===== src/rtl/core/rfop_pkg.sv =====
package rfop_pkg;

  // Build-time defaults for the top-level parameters
  localparam int MAX_FIELDS_DEF = 32;
  localparam int PAGE_BYTES_DEF = 4096;

  // Fixed payload and port widths
  localparam int BYTE_W      = 8;
  localparam int FIELD_IDX_W = 5;
  localparam int OFFSET_W    = 13;
  localparam int COUNT_W     = 6;
  localparam int TYPES_W     = 64;
  localparam int CFG_IDX_W   = 1;
  localparam int CFG_DATA_W  = 64;

  // Configuration register indexes
  localparam logic [CFG_IDX_W-1:0] CFG_FIELD_COUNT = 1'b0;
  localparam logic [CFG_IDX_W-1:0] CFG_FIELD_TYPES = 1'b1;

  // Field type codes
  localparam logic [1:0] TYPE_INT     = 2'd0;
  localparam logic [1:0] TYPE_REAL    = 2'd1;
  localparam logic [1:0] TYPE_VARCHAR = 2'd2;

  typedef enum logic [2:0] {
    ST_BITMAP,
    ST_ADVANCE,
    ST_LENGTH,
    ST_VALUE,
    ST_EMIT,
    ST_ERROR
  } state_t;

  // Controller to datapath
  typedef struct packed {
    logic bm_load;
    logic rec_start;
    logic rec_clear;
    logic fld_setup;
    logic fld_next;
    logic len_load;
    logic len_commit;
    logic val_load;
    logic val_commit;
    logic emit;
    logic emit_null;
    logic emit_err;
  } cmd_t;

  // Datapath to controller
  typedef struct packed {
    logic bm_done;
    logic fld_over;
    logic fld_last;
    logic cur_null;
    logic cur_varchar;
    logic rem_one;
    logic len_bad;
    logic len_zero;
    logic slot_free;
  } sts_t;

endpackage


===== src/rtl/core/rfop_if.sv =====
interface rfop_in_if;
  logic                         valid;
  logic                         ready;
  logic [rfop_pkg::BYTE_W-1:0]  data_byte;

  modport source (output valid, output data_byte, input ready);
  modport sink (input valid, input data_byte, output ready);
endinterface

interface rfop_out_if;
  logic                              valid;
  logic                              ready;
  logic [rfop_pkg::FIELD_IDX_W-1:0]  field_index;
  logic                              field_is_null;
  logic [rfop_pkg::OFFSET_W-1:0]     field_end_offset;
  logic [rfop_pkg::OFFSET_W-1:0]     store_length;
  logic                              last;
  logic                              error;

  modport source (
    output valid, output field_index, output field_is_null,
    output field_end_offset, output store_length, output last, output error,
    input ready
  );
  modport sink (
    input valid, input field_index, input field_is_null,
    input field_end_offset, input store_length, input last, input error,
    output ready
  );
endinterface


===== src/rtl/core/rfop_ctrl.sv =====
module rfop_ctrl (
  input  logic             clk,
  input  logic             rst,
  input  logic             in_valid,
  output logic             in_ready,
  input  rfop_pkg::sts_t   sts,
  output rfop_pkg::cmd_t   cmd
);
  import rfop_pkg::*;

  state_t state, state_next;

  always_ff @(posedge clk) begin
    if (rst) begin
      state <= ST_BITMAP;
    end else begin
      state <= state_next;
    end
  end

  always_comb begin
    state_next = state;
    unique case (state)
      ST_BITMAP: begin
        if (in_valid && sts.bm_done) state_next = ST_ADVANCE;
      end
      ST_ADVANCE: begin
        if (sts.fld_over) begin
          state_next = ST_BITMAP;
        end else if (sts.cur_null) begin
          if (sts.slot_free && sts.fld_last) state_next = ST_BITMAP;
        end else if (sts.cur_varchar) begin
          state_next = ST_LENGTH;
        end else begin
          state_next = ST_VALUE;
        end
      end
      ST_LENGTH: begin
        if (in_valid && sts.rem_one) begin
          if (sts.len_bad) state_next = ST_ERROR;
          else if (sts.len_zero) state_next = ST_EMIT;
          else state_next = ST_VALUE;
        end
      end
      ST_VALUE: begin
        if (in_valid && sts.rem_one) state_next = ST_EMIT;
      end
      ST_EMIT: begin
        if (sts.slot_free) state_next = sts.fld_last ? ST_BITMAP : ST_ADVANCE;
      end
      ST_ERROR: begin
        if (sts.slot_free) state_next = ST_BITMAP;
      end
      default: state_next = ST_BITMAP;
    endcase
  end

  always_comb begin
    cmd      = '0;
    in_ready = 1'b0;
    unique case (state)
      ST_BITMAP: begin
        in_ready = 1'b1;
        if (in_valid) begin
          cmd.bm_load   = 1'b1;
          cmd.rec_start = sts.bm_done;
        end
      end
      ST_ADVANCE: begin
        if (sts.fld_over) begin
          cmd.rec_clear = 1'b1;
        end else if (sts.cur_null) begin
          if (sts.slot_free) begin
            cmd.emit      = 1'b1;
            cmd.emit_null = 1'b1;
            cmd.fld_next  = 1'b1;
            cmd.rec_clear = sts.fld_last;
          end
        end else begin
          cmd.fld_setup = 1'b1;
        end
      end
      ST_LENGTH: begin
        in_ready = 1'b1;
        if (in_valid) begin
          cmd.len_load   = 1'b1;
          cmd.len_commit = sts.rem_one && !sts.len_bad;
        end
      end
      ST_VALUE: begin
        in_ready = 1'b1;
        if (in_valid) begin
          cmd.val_load   = 1'b1;
          cmd.val_commit = sts.rem_one;
        end
      end
      ST_EMIT: begin
        if (sts.slot_free) begin
          cmd.emit      = 1'b1;
          cmd.fld_next  = 1'b1;
          cmd.rec_clear = sts.fld_last;
        end
      end
      ST_ERROR: begin
        if (sts.slot_free) begin
          cmd.emit      = 1'b1;
          cmd.emit_err  = 1'b1;
          cmd.rec_clear = 1'b1;
        end
      end
      default: begin
        cmd      = '0;
        in_ready = 1'b0;
      end
    endcase
  end

endmodule


===== src/rtl/core/rfop_dp.sv =====
module rfop_dp #(
  parameter int MAX_FIELDS = rfop_pkg::MAX_FIELDS_DEF,
  parameter int PAGE_BYTES = rfop_pkg::PAGE_BYTES_DEF
) (
  input  logic                              clk,
  input  logic                              rst,
  input  logic                              cfg_we,
  input  logic [rfop_pkg::CFG_IDX_W-1:0]    cfg_index,
  input  logic [rfop_pkg::CFG_DATA_W-1:0]   cfg_data,
  input  logic [rfop_pkg::BYTE_W-1:0]       data_byte,
  input  rfop_pkg::cmd_t                    cmd,
  output rfop_pkg::sts_t                    sts,
  rfop_out_if.source                        result
);
  import rfop_pkg::*;

  localparam int OFF_W   = $clog2(PAGE_BYTES + 1);
  localparam int FIELD_W = $clog2(MAX_FIELDS + 1);
  localparam int MAXB    = (MAX_FIELDS + 7) / 8;
  localparam int NBITS   = 8 * MAXB;
  localparam int NIDX_W  = $clog2(NBITS);
  localparam int BC_W    = $clog2(MAXB + 1);
  localparam int IDXF_W  = BC_W + 3;
  localparam int SL_W    = OFF_W + 1;

  // Configuration
  logic [COUNT_W-1:0] field_count;
  logic [TYPES_W-1:0] field_types;

  // Record state
  logic [NBITS-1:0]   null_bits;
  logic [BC_W-1:0]    bm_cnt;
  logic [FIELD_W-1:0] field;
  logic [23:0]        len_acc;
  logic [OFF_W-1:0]   rem;
  logic [OFF_W-1:0]   len;
  logic [OFF_W-1:0]   offset;
  logic               out_valid;

  logic [FIELD_W-1:0]  n_eff;
  logic [BC_W-1:0]     need;
  logic [FIELD_W+2:0]  n_round;
  logic [IDXF_W-1:0]   nidx_full;
  logic [NIDX_W-1:0]   nidx;
  logic [31:0]         full_len;
  logic [1:0]          len_pos;
  logic [OFF_W-1:0]    add_amt;
  logic [OFF_W:0]      add_sum;
  logic [OFF_W-1:0]    offset_sat;
  logic [SL_W-1:0]     store_len;
  logic                varchar;

  always_ff @(posedge clk) begin
    if (rst) begin
      field_count <= COUNT_W'(1);
      field_types <= '0;
    end else if (cfg_we) begin
      unique case (cfg_index)
        CFG_FIELD_COUNT: field_count <= cfg_data[COUNT_W-1:0];
        CFG_FIELD_TYPES: field_types <= cfg_data[TYPES_W-1:0];
      endcase
    end
  end

  // Clamp the field count to 1..MAX_FIELDS
  always_comb begin
    if (field_count == '0) begin
      n_eff = FIELD_W'(1);
    end else if (field_count > COUNT_W'(MAX_FIELDS)) begin
      n_eff = FIELD_W'(MAX_FIELDS);
    end else begin
      n_eff = FIELD_W'(field_count);
    end
  end

  assign n_round = (FIELD_W + 3)'(n_eff) + (FIELD_W + 3)'(7);
  assign need    = BC_W'(n_round >> 3);

  // Bitmap is right-aligned in null_bits; field f sits at bit 8*need-1-f
  assign nidx_full = {need, 3'b000} - IDXF_W'(1) - IDXF_W'(field);
  assign nidx      = nidx_full[NIDX_W-1:0];

  assign varchar  = field_types[{5'(field), 1'b0} +: 2] == TYPE_VARCHAR;
  assign full_len = {data_byte, len_acc};
  assign len_pos  = 2'(3'd4 - 3'(rem));

  // Shared saturating offset adder
  assign add_amt    = (cmd.val_commit && varchar) ? len : OFF_W'(4);
  assign add_sum    = {1'b0, offset} + {1'b0, add_amt};
  assign offset_sat = (add_sum > (OFF_W + 1)'(PAGE_BYTES)) ? OFF_W'(PAGE_BYTES)
                                                           : add_sum[OFF_W-1:0];

  assign store_len = SL_W'(4) + SL_W'(need) + (SL_W'(n_eff) << 2) + SL_W'(offset);

  always_comb begin
    sts           = '0;
    sts.bm_done   = ((BC_W + 1)'(bm_cnt) + (BC_W + 1)'(1)) >= (BC_W + 1)'(need);
    sts.fld_over  = field >= n_eff;
    sts.fld_last  = ((FIELD_W + 1)'(field) + (FIELD_W + 1)'(1)) >= (FIELD_W + 1)'(n_eff);
    sts.cur_null  = null_bits[nidx];
    sts.cur_varchar = varchar;
    sts.rem_one   = rem == OFF_W'(1);
    sts.len_bad   = data_byte[7] || (full_len > 32'(PAGE_BYTES));
    sts.len_zero  = full_len == '0;
    sts.slot_free = !out_valid || result.ready;
  end

  // Control counters
  always_ff @(posedge clk) begin
    if (rst) begin
      bm_cnt <= '0;
      field  <= '0;
      offset <= '0;
      rem    <= '0;
    end else if (cmd.rec_clear) begin
      bm_cnt <= '0;
      field  <= '0;
      offset <= '0;
      rem    <= '0;
    end else begin
      if (cmd.rec_start) begin
        bm_cnt <= '0;
        field  <= '0;
        offset <= '0;
      end else if (cmd.bm_load) begin
        bm_cnt <= bm_cnt + BC_W'(1);
      end
      if (cmd.fld_next) field <= field + FIELD_W'(1);
      if (cmd.len_commit || cmd.val_commit) offset <= offset_sat;
      if (cmd.fld_setup) begin
        rem <= OFF_W'(4);
      end else if (cmd.len_commit) begin
        rem <= OFF_W'(full_len);
      end else if (cmd.len_load || cmd.val_load) begin
        rem <= rem - OFF_W'(1);
      end
    end
  end

  // Payload registers
  always_ff @(posedge clk) begin
    if (cmd.bm_load) null_bits <= (null_bits << 8) | NBITS'(data_byte);
    if (cmd.fld_setup) begin
      len_acc <= '0;
    end else if (cmd.len_load && len_pos != 2'd3) begin
      len_acc[{len_pos, 3'b000} +: 8] <= data_byte;
    end
    if (cmd.len_commit) len <= OFF_W'(full_len);
  end

  // Output register
  always_ff @(posedge clk) begin
    if (rst) begin
      out_valid <= 1'b0;
    end else if (cmd.emit) begin
      out_valid <= 1'b1;
    end else if (result.ready) begin
      out_valid <= 1'b0;
    end
  end

  always_ff @(posedge clk) begin
    if (cmd.emit) begin
      result.field_index      <= FIELD_IDX_W'(field);
      result.field_is_null    <= cmd.emit_null;
      result.field_end_offset <= OFFSET_W'(offset);
      result.last             <= cmd.emit_err || sts.fld_last;
      result.error            <= cmd.emit_err;
      result.store_length     <= (!cmd.emit_err && sts.fld_last) ? OFFSET_W'(store_len)
                                                                 : '0;
    end
  end

  assign result.valid = out_valid;

endmodule


===== src/rtl/core/record_field_offset_parser_unit.sv =====
// Record field offset parser.
// The record channel takes one byte of an API-format record per beat: the
// null bitmap (ceil(n/8) bytes, MSB first), then the values of the non-null
// fields. The result channel gives one beat per field with its cumulative
// end offset; the final beat of a record has last set and carries the
// store-format length. A bad varchar length gives one error beat and ends
// the record. Configure field_count and field_types through cfg_we,
// cfg_index and cfg_data while no record is in flight.
// Bitmap and value bytes are taken as they arrive. Each field also takes a
// controller step (setup of a non-null field, or the emit of a null one),
// and each non-null field an emit step after its last byte. A result
// reaches the output register in the cycle after its emit step.
// Reset clears the record state, field_count to 1 and field_types to 0.
// A stalled receiver holds the output register; value bytes keep flowing
// until the next emit, then the record channel waits.
module record_field_offset_parser_unit #(
  parameter int MAX_FIELDS = rfop_pkg::MAX_FIELDS_DEF,
  parameter int PAGE_BYTES = rfop_pkg::PAGE_BYTES_DEF
) (
  input  logic                              clk,
  input  logic                              rst,
  input  logic                              cfg_we,
  input  logic [rfop_pkg::CFG_IDX_W-1:0]    cfg_index,
  input  logic [rfop_pkg::CFG_DATA_W-1:0]   cfg_data,
  rfop_in_if.sink                           record,
  rfop_out_if.source                        result
);
  import rfop_pkg::*;

  cmd_t cmd;
  sts_t sts;

  // Sequence the record: bitmap, per-field setup, length and value bytes, emits
  rfop_ctrl u_ctrl (
    .clk      (clk),
    .rst      (rst),
    .in_valid (record.valid),
    .in_ready (record.ready),
    .sts      (sts),
    .cmd      (cmd)
  );

  // Hold configuration, counters, offset adder and the output register
  rfop_dp #(
    .MAX_FIELDS (MAX_FIELDS),
    .PAGE_BYTES (PAGE_BYTES)
  ) u_dp (
    .clk       (clk),
    .rst       (rst),
    .cfg_we    (cfg_we),
    .cfg_index (cfg_index),
    .cfg_data  (cfg_data),
    .data_byte (record.data_byte),
    .cmd       (cmd),
    .sts       (sts),
    .result    (result)
  );

endmodule

===== src/flat_wrapper.sv =====
// flat-port wrapper written by rule: the top's interface ports become plain ports
module record_field_offset_parser_unit_flat import rfop_pkg::*;
#(
  parameter int MAX_FIELDS = rfop_pkg::MAX_FIELDS_DEF,
  parameter int PAGE_BYTES = rfop_pkg::PAGE_BYTES_DEF
)
  (clk, rst, cfg_we, cfg_index, cfg_data, record_valid, record_data_byte, record_ready, result_valid, result_field_index, result_field_is_null, result_field_end_offset, result_store_length, result_last, result_error, result_ready);
  rfop_in_if record_i ();
  rfop_out_if result_i ();
  input  logic clk;
  input  logic rst;
  input  logic cfg_we;
  input  logic [rfop_pkg::CFG_IDX_W-1:0] cfg_index;
  input  logic [rfop_pkg::CFG_DATA_W-1:0] cfg_data;
  input wire logic [$bits(record_i.valid)-1:0] record_valid;
  input wire logic [$bits(record_i.data_byte)-1:0] record_data_byte;
  output wire logic [$bits(record_i.ready)-1:0] record_ready;
  output wire logic [$bits(result_i.valid)-1:0] result_valid;
  output wire logic [$bits(result_i.field_index)-1:0] result_field_index;
  output wire logic [$bits(result_i.field_is_null)-1:0] result_field_is_null;
  output wire logic [$bits(result_i.field_end_offset)-1:0] result_field_end_offset;
  output wire logic [$bits(result_i.store_length)-1:0] result_store_length;
  output wire logic [$bits(result_i.last)-1:0] result_last;
  output wire logic [$bits(result_i.error)-1:0] result_error;
  input wire logic [$bits(result_i.ready)-1:0] result_ready;
  assign record_i.valid = record_valid;
  assign record_i.data_byte = record_data_byte;
  assign record_ready = record_i.ready;
  assign result_valid = result_i.valid;
  assign result_field_index = result_i.field_index;
  assign result_field_is_null = result_i.field_is_null;
  assign result_field_end_offset = result_i.field_end_offset;
  assign result_store_length = result_i.store_length;
  assign result_last = result_i.last;
  assign result_error = result_i.error;
  assign result_i.ready = result_ready;
  record_field_offset_parser_unit #(.MAX_FIELDS(MAX_FIELDS), .PAGE_BYTES(PAGE_BYTES)) u_core (.clk(clk), .rst(rst), .cfg_we(cfg_we), .cfg_index(cfg_index), .cfg_data(cfg_data), .record(record_i), .result(result_i));
endmodule

===== config.mk =====
export PLATFORM = sky130hd
export DESIGN_NAME = record_field_offset_parser_unit_flat
export DESIGN_NICKNAME = d
export VERILOG_FILES = /design/src/rtl/core/rfop_pkg.sv /design/src/rtl/core/rfop_if.sv /design/src/rtl/core/rfop_ctrl.sv /design/src/rtl/core/rfop_dp.sv /design/src/rtl/core/record_field_offset_parser_unit.sv /design/src/flat_wrapper.sv
export SDC_FILE = /design/constraint.sdc
export NUM_CORES = 1
export LEC_CHECK = 0
export BUFFER_PORTS_ARGS = -buffer_cell sky130_fd_sc_hd__buf_2
export CAP_MARGIN = 20
export CORE_MARGIN = 2
export CORE_UTILIZATION = 30
export CTS_BUF_LIST = sky130_fd_sc_hd__clkbuf_16
export DETAILED_ROUTE_END_ITERATION = 6
export PLACE_DENSITY = 0.5
export SLEW_MARGIN = 20
export SYNTH_ARGS = -nofsm -noshare
export SYNTH_HDL_FRONTEND = slang
export SYNTH_SLANG_ARGS = --single-unit

===== constraint.sdc =====
create_clock -name clk -period 7.29 [get_ports clk]
set_clock_uncertainty 0.2 [all_clocks]
set_input_delay 0 -clock clk [delete_from_list [all_inputs] [get_ports clk]]
set_output_delay 0 -clock clk [all_outputs]
set_load 0.05 [all_outputs]

## Word-level counts from Yosys, hierarchy flattened

Cells that the tools add are included.

| word-level totals | value |
|---|---|
| register bits after elaboration | 212 |
| output and inout bits | 36 |
| word-level logic and storage cells | 143 |

| cells by class | value |
|---|---|
| $add $sub $neg | 14 |
| magnitude comparators | 7 |
| equal/unequal tests | 14 |
| shifts and indexed selects | 3 |
| mux-type cells | 51 |
| bitwise operators | 4 |
| reduce and logical (&&, ||, !) cells | 32 |

Operators with widths:

| cell | count |
|---|---|
| $mux W13 | 6 |
| $shiftx A64 B7 Y2 | 1 |
| $mux W3 | 11 |
| $gt A32 B13 Y1 const B | 1 |
| $logic_not A32 Y1 | 1 |
| $or A32 B8 Y32 | 1 |
| $bwmux W24 | 1 |
| $mux W6 | 4 |
| $shift A8 B7 Y24 const A | 1 |
| $shiftx A8 B7 Y24 | 1 |
| $mux W2 | 10 |
| $pmux W3 S6 | 1 |
| $add A13 B13 Y14 | 1 |
| $gt A14 B13 Y1 const B | 1 |
| $mux W1 | 14 |
| $add A9 B13 Y13 | 1 |
| $eq A13 B1 Y1 const B | 1 |
| $sub A13 B1 Y13 const B | 1 |
| $ne A2 B2 Y1 const B | 6 |
| $reduce_or A3 Y1 | 4 |
| $add A4 B8 Y9 | 1 |
| $reduce_bool A2 Y1 | 4 |
| $add A6 B1 Y7 const B | 1 |
| $ge A7 B6 Y1 | 1 |
| 31 further kinds | 50 |

## Logic depth before layout (Yosys ltp)

Gate-level depths: netlist of the first run.

| depth | value |
|---|---|
| depth in word-level cells | 12 |
| gate-level depth with buffers | 21 |
| mapped depth without buffers | 19 |

## Hierarchy

Synthesis of the first run repeated with hierarchy kept, for this count alone.

| second synthesis, totals | value |
|---|---|
| cells, all modules | 1033 |
| area, all modules | 10177.3 µm² |

By module, submodules not included:

| module | times used | cells an instance | area each (µm²) | sequential area each (µm²) |
|---|---|---|---|---|
| rfop_dp | 1 | 975 | 9770.6 | 4974.8 |
| rfop_ctrl | 1 | 58 | 406.6 | 60.1 |

## Worst setup path after synthesis of the first run

OpenSTA, ideal clock, no wires.

| timing path | value |
|---|---|
| path type | register to register |
| start | register u_core.u_ctrl.state[0] |
| end | register u_core.u_dp.offset[6] |
| arrival | 5944 ps |
| required time | 6966 ps |
| setup slack | 1022 ps |
| stages on the path, launching flop included | 7 |
| buffers on the path | 2 |
| cells stage by stage | dfxtp_1 buf_2 nor4b_1 nand2_1 and3b_1 buf_2 o2bb2ai_1 |

| on the way | value |
|---|---|
| word-level cells in the longest chain between the ends | 8 |
| elaborated cells between the ends (all ways) | 19 |
| classes of those cells | add/sub (1); order compare (1); eq/ne (5); mux (7); reduce/logical (5) |

Ends and longest elaborated chain:

| element | line | RTL |
|---|---|---|
| from (decl) | rfop_ctrl.sv:11 | `state_t state, state_next;` |
| from (signal assigned) | rfop_ctrl.sv:17 | `state <= state_next;` |
| $eq A3 B2 Y1 | rfop_ctrl.sv:61 | `unique case (state)` |
| $mux W2 | rfop_ctrl.sv:61 |  |
| $logic_and A1 B1 Y1 | rfop_dp.sv:88 | `assign add_amt = (cmd.val_commit && varchar) ? len : OFF_W'(4);` |
| $mux W13 | rfop_dp.sv:88 |  |
| $add A13 B13 Y14 | rfop_dp.sv:89 | `assign add_sum = {1'b0, offset} + {1'b0, add_amt};` |
| $gt A14 B13 Y1 | rfop_dp.sv:90 | `assign offset_sat = (add_sum > (OFF_W + 1)'(PAGE_BYTES)) ? OFF_W'(PAGE_BYTES)` |
| $mux W13 | rfop_dp.sv:90 |  |
| $mux W13 | rfop_dp.sv:129 | `if (cmd.len_commit \|\| cmd.val_commit) offset <= offset_sat;` |
| to (signal assigned) | rfop_dp.sv:129 |  |
| to (decl) | rfop_dp.sv:37 | `logic [OFF_W-1:0] offset;` |

Several ways; a longest one is shown, not always the timed one.
A chain may end at the register's enable or synchronous reset.

## Worst setup path after layout of the first run

| timing path | value |
|---|---|
| start | register u_core.u_dp.field[0] |
| end | register u_core.u_dp.offset[3] |

| on the way | value |
|---|---|
| word-level cells in the longest chain between the ends | 8 |
| elaborated cells between the ends (all ways) | 19 |
| classes of those cells | add/sub (3); order compare (3); eq/ne (1); shift (1); mux (9); reduce/logical (2) |

Ends and longest elaborated chain:

| element | line | RTL |
|---|---|---|
| from (decl) | rfop_dp.sv:33 | `logic [FIELD_W-1:0] field;` |
| from (signal assigned) | rfop_dp.sv:128 | `if (cmd.fld_next) field <= field + FIELD_W'(1);` |
| $shiftx A64 B7 Y2 | rfop_dp.sv:83 | `assign varchar = field_types[{5'(field), 1'b0} +: 2] == TYPE_VARCHAR;` |
| $eq A2 B2 Y1 | rfop_dp.sv:83 |  |
| $logic_and A1 B1 Y1 | rfop_dp.sv:88 |  |
| $mux W13 | rfop_dp.sv:88 |  |
| $add A13 B13 Y14 | rfop_dp.sv:89 |  |
| $gt A14 B13 Y1 | rfop_dp.sv:90 |  |
| $mux W13 | rfop_dp.sv:90 |  |
| $mux W13 | rfop_dp.sv:129 |  |

Several ways; a longest one is shown, not always the timed one. The select of a mux whose other input is x is not followed.

==> out/qor.csv, run 1 <==
metric,value,unit
area growth from synthesis to layout,29.2,%
number of core rows,67,
"critical path, cell by cell",a32oi_1 > mux4_2 > mux4_2 > nor2_1 > and2_1 > ha_1 > inv_1 > fa_1 > nor2b_1 > o31a_1 > nor3_1 > nor3b_1 > nand4b_1 > o41ai_1 > nand3b_2 > o2bb2ai_1,
wire length per cell,15.0,um
top-area cell type share of the netlist area,26.0,%
TritonCTS clock tree,done,
achievable clock frequency,177,MHz
postcts setup bufs,0,
Reg power frac,41.1,%
total core area,0.0335,mm^2
share of post-route cells with drive strength above 1,14.3,%
via total after detailed routing,8370,
final worst-path setup slack,1.65,ns
number of nets in the layout,1425,
number of nets with antenna violations after routing,0,
Setup crit end kind,register,
Residual DRC,0,
global-route usage over all layers,14.6,%
Hold Path Origin,cfg_data[28],
average cell area after synthesis,9.54,um^2
number of global-route vias before repair,8342,
pre-CTS setup slack,1.73,ns
number of top-level pins,114,
Max-Slew Margin vs Limit,33.8,%
total congestion overflow,0,
total number of yosys warnings,0,
unrepaired setup endpoints after global routing,no,
"FFs w/ async S/R, synth",0,%
initial antenna violation count,0,
maximum level of the CTS H-tree,1,
combinational fraction of design power,26.8,%
required time at the worst-slack endpoint,7.52,ns
number of fill cells,3386,
Max Slew Vio Count,0,
Cells after Synth,1073,
sinks on the clock net,212,
max-capacitance violation count,0,
highest-delay cell along the critical path,dfxtp_2,
most numerous cell types in the synthesized netlist,"nand2_1 (185), a21oi_1 (136), dfxtp_1 (133), edfxtp_1 (79), nor2_1 (74)",
largest area contributor in the netlist,dfxtp_1,
Hold Crit Class,in2reg,
beginning of the critical path,u_core.u_dp.field[0],
final weighted congestion in routability-driven placement,0.818,
synthesized flop and latch total,212,
via count normalized by instance count,4.78,
DIE AREA,0.0356,mm^2
number of failing hold endpoints at the final stage,0,
overall routed net length,26200,um
highest cell delay on the worst timing path,0.97,ns
Clock Power Share,32.2,%
Tcrit/Tclk final,77.3,%
area taken by multi-input logic gates,0.00481,mm^2
Total Neg Setup Slack,0,ns
Synth Flop Type,dfxtp_1,
maximum resistive drop on vdd,0.000190,V
final total power,0.00386,W
cell types with the largest area share after synthesis,"dfxtp_1 (26%), edfxtp_1 (23%), ha_1 (7.3%)",
post-DP HPWL,17700,um
chip width,189,um
number of enable flip-flop cells after synthesis,79,
effective utilization at floorplan,30.5,%
net count after synthesis,1214,
IO buf count,113,
CP Class,reg2reg,
switching part of the total,33.6,%
sequential share of the synthesized area,49.2,%
cell area power density,292,mW/mm^2
distinct cell type count after synthesis,63,
1st-iter DRT viols,430,
static leakage power,5.29,nW
final number of setup-violating endpoints,0,
Synth Cell Area,0.0102,mm^2
crit path max fanout,46,
start of the worst register-to-register path,u_core.u_dp.field[0],
net load switching power,0.00130,W
pin count of the biggest net entering global routing,77,
arrival time worst endpoint,5.87,ns
Pint,0.00256,W
minimum period implied by the final worst setup slack,5.64,ns
Ant. Diodes,0,
FF+latch area,0.00504,mm^2
total CTS buffers,25,
dominant cell type by count on the critical path,mux4_2,
deepest clock path buffer count,3,
global-route wire length before repair,42600,um
Chip Height,189,um
transition at the pin with the smallest max-transition slack,0.993,ns
later-pin clock latency in the skew report,0.52,ns
clock tree root driver cell,clkbuf_16,
Pre-antenna DRT Iters,5,
most used standard cell by instance count after synthesis,nand2_1,
clock transition at the register clock pins on the worst setup and hold paths after CTS,0.06,ns
Startpoint Class,register,
outcome,"finished, final reports clean",
kinds of logic after synthesis:
logic type,Yosys count,share of synthesized area (%)
compound gates,245,14.6
xor+xnor,27,2.31
fa+ha+maj,63,7.92
buf+inv,102,4.04
flops,212,49.2
mux,22,3.77
simple gates,402,18.2
worst paths after layout:
| check | slack (ns) | cells past startpoint | endpoint |
|---|---|---|---|
| max | 1.65 | 16 | u_core.u_dp.offset[3] |
| min | 0.09 | 4 | u_core.u_dp.field_types[28] |
| max reg2reg | 1.65 | 16 | u_core.u_dp.offset[3] |
| min reg2reg | 0.24 | 0 | u_core.u_dp.null_bits[24] |
power by group through the flow:
| stage | combinational [W] | clock (W) | sequential, W |
|---|---|---|---|
| floorplan | 0.000595 | 0 | 0.00174 |
| global placement | 0.000961 | 0 | 0.00161 |
| detailed placement | 0.000970 | 0 | 0.00162 |
| CTS | 0.00102 | 0.00128 | 0.00159 |
| global route | 0.00113 | 0.00132 | 0.00161 |
| finish | 0.00103 | 0.00124 | 0.00159 |
layout make-up:
cell class                      count  area share [%]
Clock buffer                       26            4.92
Multi-Input combinational cell    759            36.4
Tap cell                          448            4.24
Clock inverter                     20            1.33
Timing Repair Buffer              235            13.6
Sequential cell                   212            38.1
Inverter                           51            1.45
sequential cells by signal, summed over array words and instances (netlist names), 3 cells and up:
| signal | flops |
|---|---|
| u_core.u_ctrl.state | 3 |
| u_core.u_dp.bm_cnt | 3 |
| u_core.u_dp.field | 6 |
| u_core.u_dp.field_count | 6 |
| u_core.u_dp.field_types | 64 |
| u_core.u_dp.len | 13 |
| u_core.u_dp.len_acc | 24 |
| u_core.u_dp.null_bits | 32 |
| u_core.u_dp.offset | 13 |
| u_core.u_dp.rem | 13 |
| u_core.u_dp.result.field_end_offset | 13 |
| u_core.u_dp.result.field_index | 5 |
| u_core.u_dp.result.store_length | 13 |
repair_timing:
| item | in CTS | in global routing |
|---|---|---|
| hold buffers | 116 | 0 |
| resized for setup | 0 | 0 |
| endpoints found under the hold margin | 116 | 0 |
routing by layer:
metal  vias up  routed length (um)  global-route usage, %  part of all wire (%)
met2       149               12500                   25.2                    48
met3        32                 877                   1.79                   3.3
met4         0                 544                   3.94                   2.1
met1      3962               12300                   19.2                    47
li1       4227                   -                      -                     -
met5         -                   0                      0                     0
stage by stage:
stage | cells | hold slack (ns) | cell area, um^2 | utilization [%]
global route | 1751 | 0.0753 | 13200 | 39.4
detailed placement | 1587 | 0.0547 | 11200 | 33.4
finish | 1751 | 0.0889 | 13200 | 39.4
floorplan | 1073 | -0.101 | 10200 | -
CTS | 1749 | 0.0598 | 13200 | 39.3
global placement | 1587 | 0.0499 | 11200 | 33.4
cell usage in the layout (no fill, tap or decap), types with 5 or more instances in the layout:
cell and instances:
inv_1 57, xor2_1 13, nor3_1 12, nand2b_1 12
dfxtp_1 132, mux2i_1 7, nor2b_1 10, nand2_1 184
nand3_1 43, ha_1 60, a21oi_1 135, a211oi_1 5
o21a_1 5, clkbuf_16 26, mux4_2 13, or2_2 5
o2bb2ai_1 13, a21o_1 13, edfxtp_1 79, nor2_1 74
xnor2_1 14, dlygate4sd3_1 116, nor4_1 13, a31oi_1 5
buf_2 113, o21ai_0 23, and2_1 15, a32oi_1 18
critical path: cells and delay by family, from the launching register on:
| family | cells | cell delay [ns] |
|---|---|---|
| compound gates | 4 | 0.99 |
| fa+ha+maj | 2 | 0.60 |
| buf+inv | 1 | 0.08 |
| flops | 1 | 0.97 |
| mux | 2 | 1.09 |
| simple gates | 7 | 1.56 |
No activity file was read; power rests on OpenSTA's default activity.
==> run 2: changes to the inputs <==
--- a/config.mk
+++ b/config.mk
@@ -11,7 +11,7 @@
 export CORE_UTILIZATION = 30
 export CTS_BUF_LIST = sky130_fd_sc_hd__clkbuf_16
 export DETAILED_ROUTE_END_ITERATION = 6
-export PLACE_DENSITY = 0.5
+export PLACE_DENSITY = 0.52
 export SLEW_MARGIN = 20
 export SYNTH_ARGS = -nofsm -noshare
 export SYNTH_HDL_FRONTEND = slang
==> constraint.sdc (replaced) <==
create_clock -name clk -period 5.1 [get_ports clk]
set_clock_uncertainty 0.2 [all_clocks]
set_input_delay 0 -clock clk [delete_from_list [all_inputs] [get_ports clk]]
set_output_delay 0 -clock clk [all_outputs]
set_load 0.05 [all_outputs]
==> run 2 against run 1 <==
First-iteration DRC count grew 0.23%. Critical path depth grew 2. Final cell count grew 0.63%. Largest power group unchanged. Sequential cell count is the same. Non-clock buffer count grew 8. Sequential share of layout area shrank 0.16 points. Sequential power grew 40%. Count of clock-buffer cells in the layout grew 1. Via count grew 0.18%.
==> out/qor.csv, run 2 (synthesized netlist as in run 1, its figures left out) <==
metric,value,unit
number of nets in the layout,1435,
Chip Height,189,um
number of core rows,67,
effective utilization at floorplan,30.5,%
total CTS buffers,26,
static leakage power,5.32,nW
minimum period implied by the final worst setup slack,4.75,ns
wire length per cell,15.0,um
sinks on the clock net,212,
maximum resistive drop on vdd,0.000290,V
maximum level of the CTS H-tree,1,
Startpoint Class,register,
share of post-route cells with drive strength above 1,15.0,%
final worst-path setup slack,0.347,ns
number of failing hold endpoints at the final stage,0,
arrival time worst endpoint,5.00,ns
IO buf count,113,
number of nets with antenna violations after routing,0,
achievable clock frequency,210,MHz
global-route wire length before repair,42400,um
number of flip-flops under the largest register name,64,
final total power,0.00547,W
transition at the pin with the smallest max-transition slack,0.923,ns
TritonCTS clock tree,done,
unrepaired setup endpoints after global routing,no,
R2R depth,18,
global-route usage over all layers,14.5,%
via count normalized by instance count,4.76,
final-layout worst hold slack,0.0712,ns
Top Registers,"u_core.u_dp.field_types: 64 flops, u_core.u_dp.null_bits: 32 flops, u_core.u_dp.len_acc: 24 flops",
chip width,189,um
later-pin clock latency in the skew report,0.53,ns
1st-iter DRT viols,431,
Ant. Diodes,0,
Pre-antenna DRT Iters,5,
number of global-route vias before repair,8331,
number of top-level pins,114,
Total Neg Setup Slack,0,ns
pre-CTS setup slack,0.211,ns
crit path max fanout,18,
beginning of the critical path,u_core.u_dp.field[0],
total core area,0.0335,mm^2
Hold Crit Class,in2reg,
Max Slew Vio Count,0,
"commonest non-fill, non-tap cells in the layout","nand2_1 (184), a21oi_1 (135), dfxtp_1 (132)",
Max-Slew Margin vs Limit,38.4,%
final number of setup-violating endpoints,0,
outcome,"finished, final reports clean",
CP Class,reg2reg,
required time at the worst-slack endpoint,5.35,ns
area growth from synthesis to layout,29.8,%
DIE AREA,0.0356,mm^2
Setup crit end kind,register,
cell area power density,411,mW/mm^2
pin count of the biggest net entering global routing,77,
max-capacitance violation count,0,
Biggest register,u_core.u_dp.field_types,
final weighted congestion in routability-driven placement,0.807,
Residual DRC,0,
"leading cell type in the layout, fill and taps excluded",nand2_1,
clock transition at the register clock pins on the worst setup and hold paths after CTS,0.06,ns
deepest clock path buffer count,3,
clock tree root driver cell,clkbuf_16,
overall routed net length,26400,um
initial antenna violation count,0,
Min-Delay Path Depth,4,
post-DP HPWL,17800,um
Tcrit/Tclk final,93.2,%
final core utilization,39.6,%
total congestion overflow,0,
Hold Path Origin,cfg_data[46],
start of the worst register-to-register path,u_core.u_dp.field[0],
via total after detailed routing,8385,
[run 2: repair_timing]
action	4_1_cts	5_1_grt
setup buffers	0	1
resized for setup	0	6
setup endpoints to repair	0	9
hold endpoints to repair	116	0
hold buffers	117	0
[run 2: cell type report]
type	instances	area [um^2]
fillers	3322	20200
well taps	448	561
flip-flops and latches	212	5040
multi-input cells	760	4850
clock buffers	27	676
repair buffers	243	1840
inverters	51	191
clock inverters	21	125
[run 2: metrics by stage]
| stage | instances | area [um^2] |
|---|---|---|
| 2_1_floorplan | 1073 | 10200 |
| 3_3_place_gp | 1595 | 11300 |
| 3_5_place_dp | 1595 | 11300 |
| 4_1_cts | 1760 | 13200 |
| 5_1_grt | 1762 | 13300 |
| 6_report | 1762 | 13300 |
[run 2: critical path, stage by stage (launching register included)]
cell,delay (ns)
dfxtp_4,0.42
buf_6,0.19
nor2_1,0.12
a32oi_1,0.07
mux4_2,0.52
mux4_2,0.54
nor2_1,0.19
and2_1,0.16
ha_1,0.19
inv_1,0.06
fa_1,0.41
nor2b_1,0.17
o31a_1,0.22
o2111ai_1,0.17
nand2b_1,0.16
xor2_1,0.11
o41ai_4,0.41
nand3b_1,0.21
o2bb2ai_1,0.17
[run 2: routing by layer]
| layer | up-vias | GRT usage, % | part of all wire [%] |
|---|---|---|---|
| li1 | 4256 | - | - |
| met1 | 3919 | 19.0 | 47 |
| met2 | 158 | 24.8 | 47 |
| met3 | 52 | 1.66 | 3.2 |
| met4 | 0 | 4.90 | 2.8 |
| met5 | - | 0 | 0 |
[run 2: worst paths after layout]
kind | end | slack (ns)
worst max-delay path | u_core.u_dp.offset[3] | 0.35
worst min register to register | u_core.u_dp.null_bits[17] | 0.24
worst max register to register | u_core.u_dp.offset[3] | 0.35
worst min-delay path | u_core.u_dp.field_types[46] | 0.07
[run 2: power breakdown]
part | total (W) | internal, W | switching [W]
registers | 0.00223 | 0.00207 | 0.000163
clock network | 0.00171 | 0.00100 | 0.000701
logic | 0.00153 | 0.000520 | 0.00101
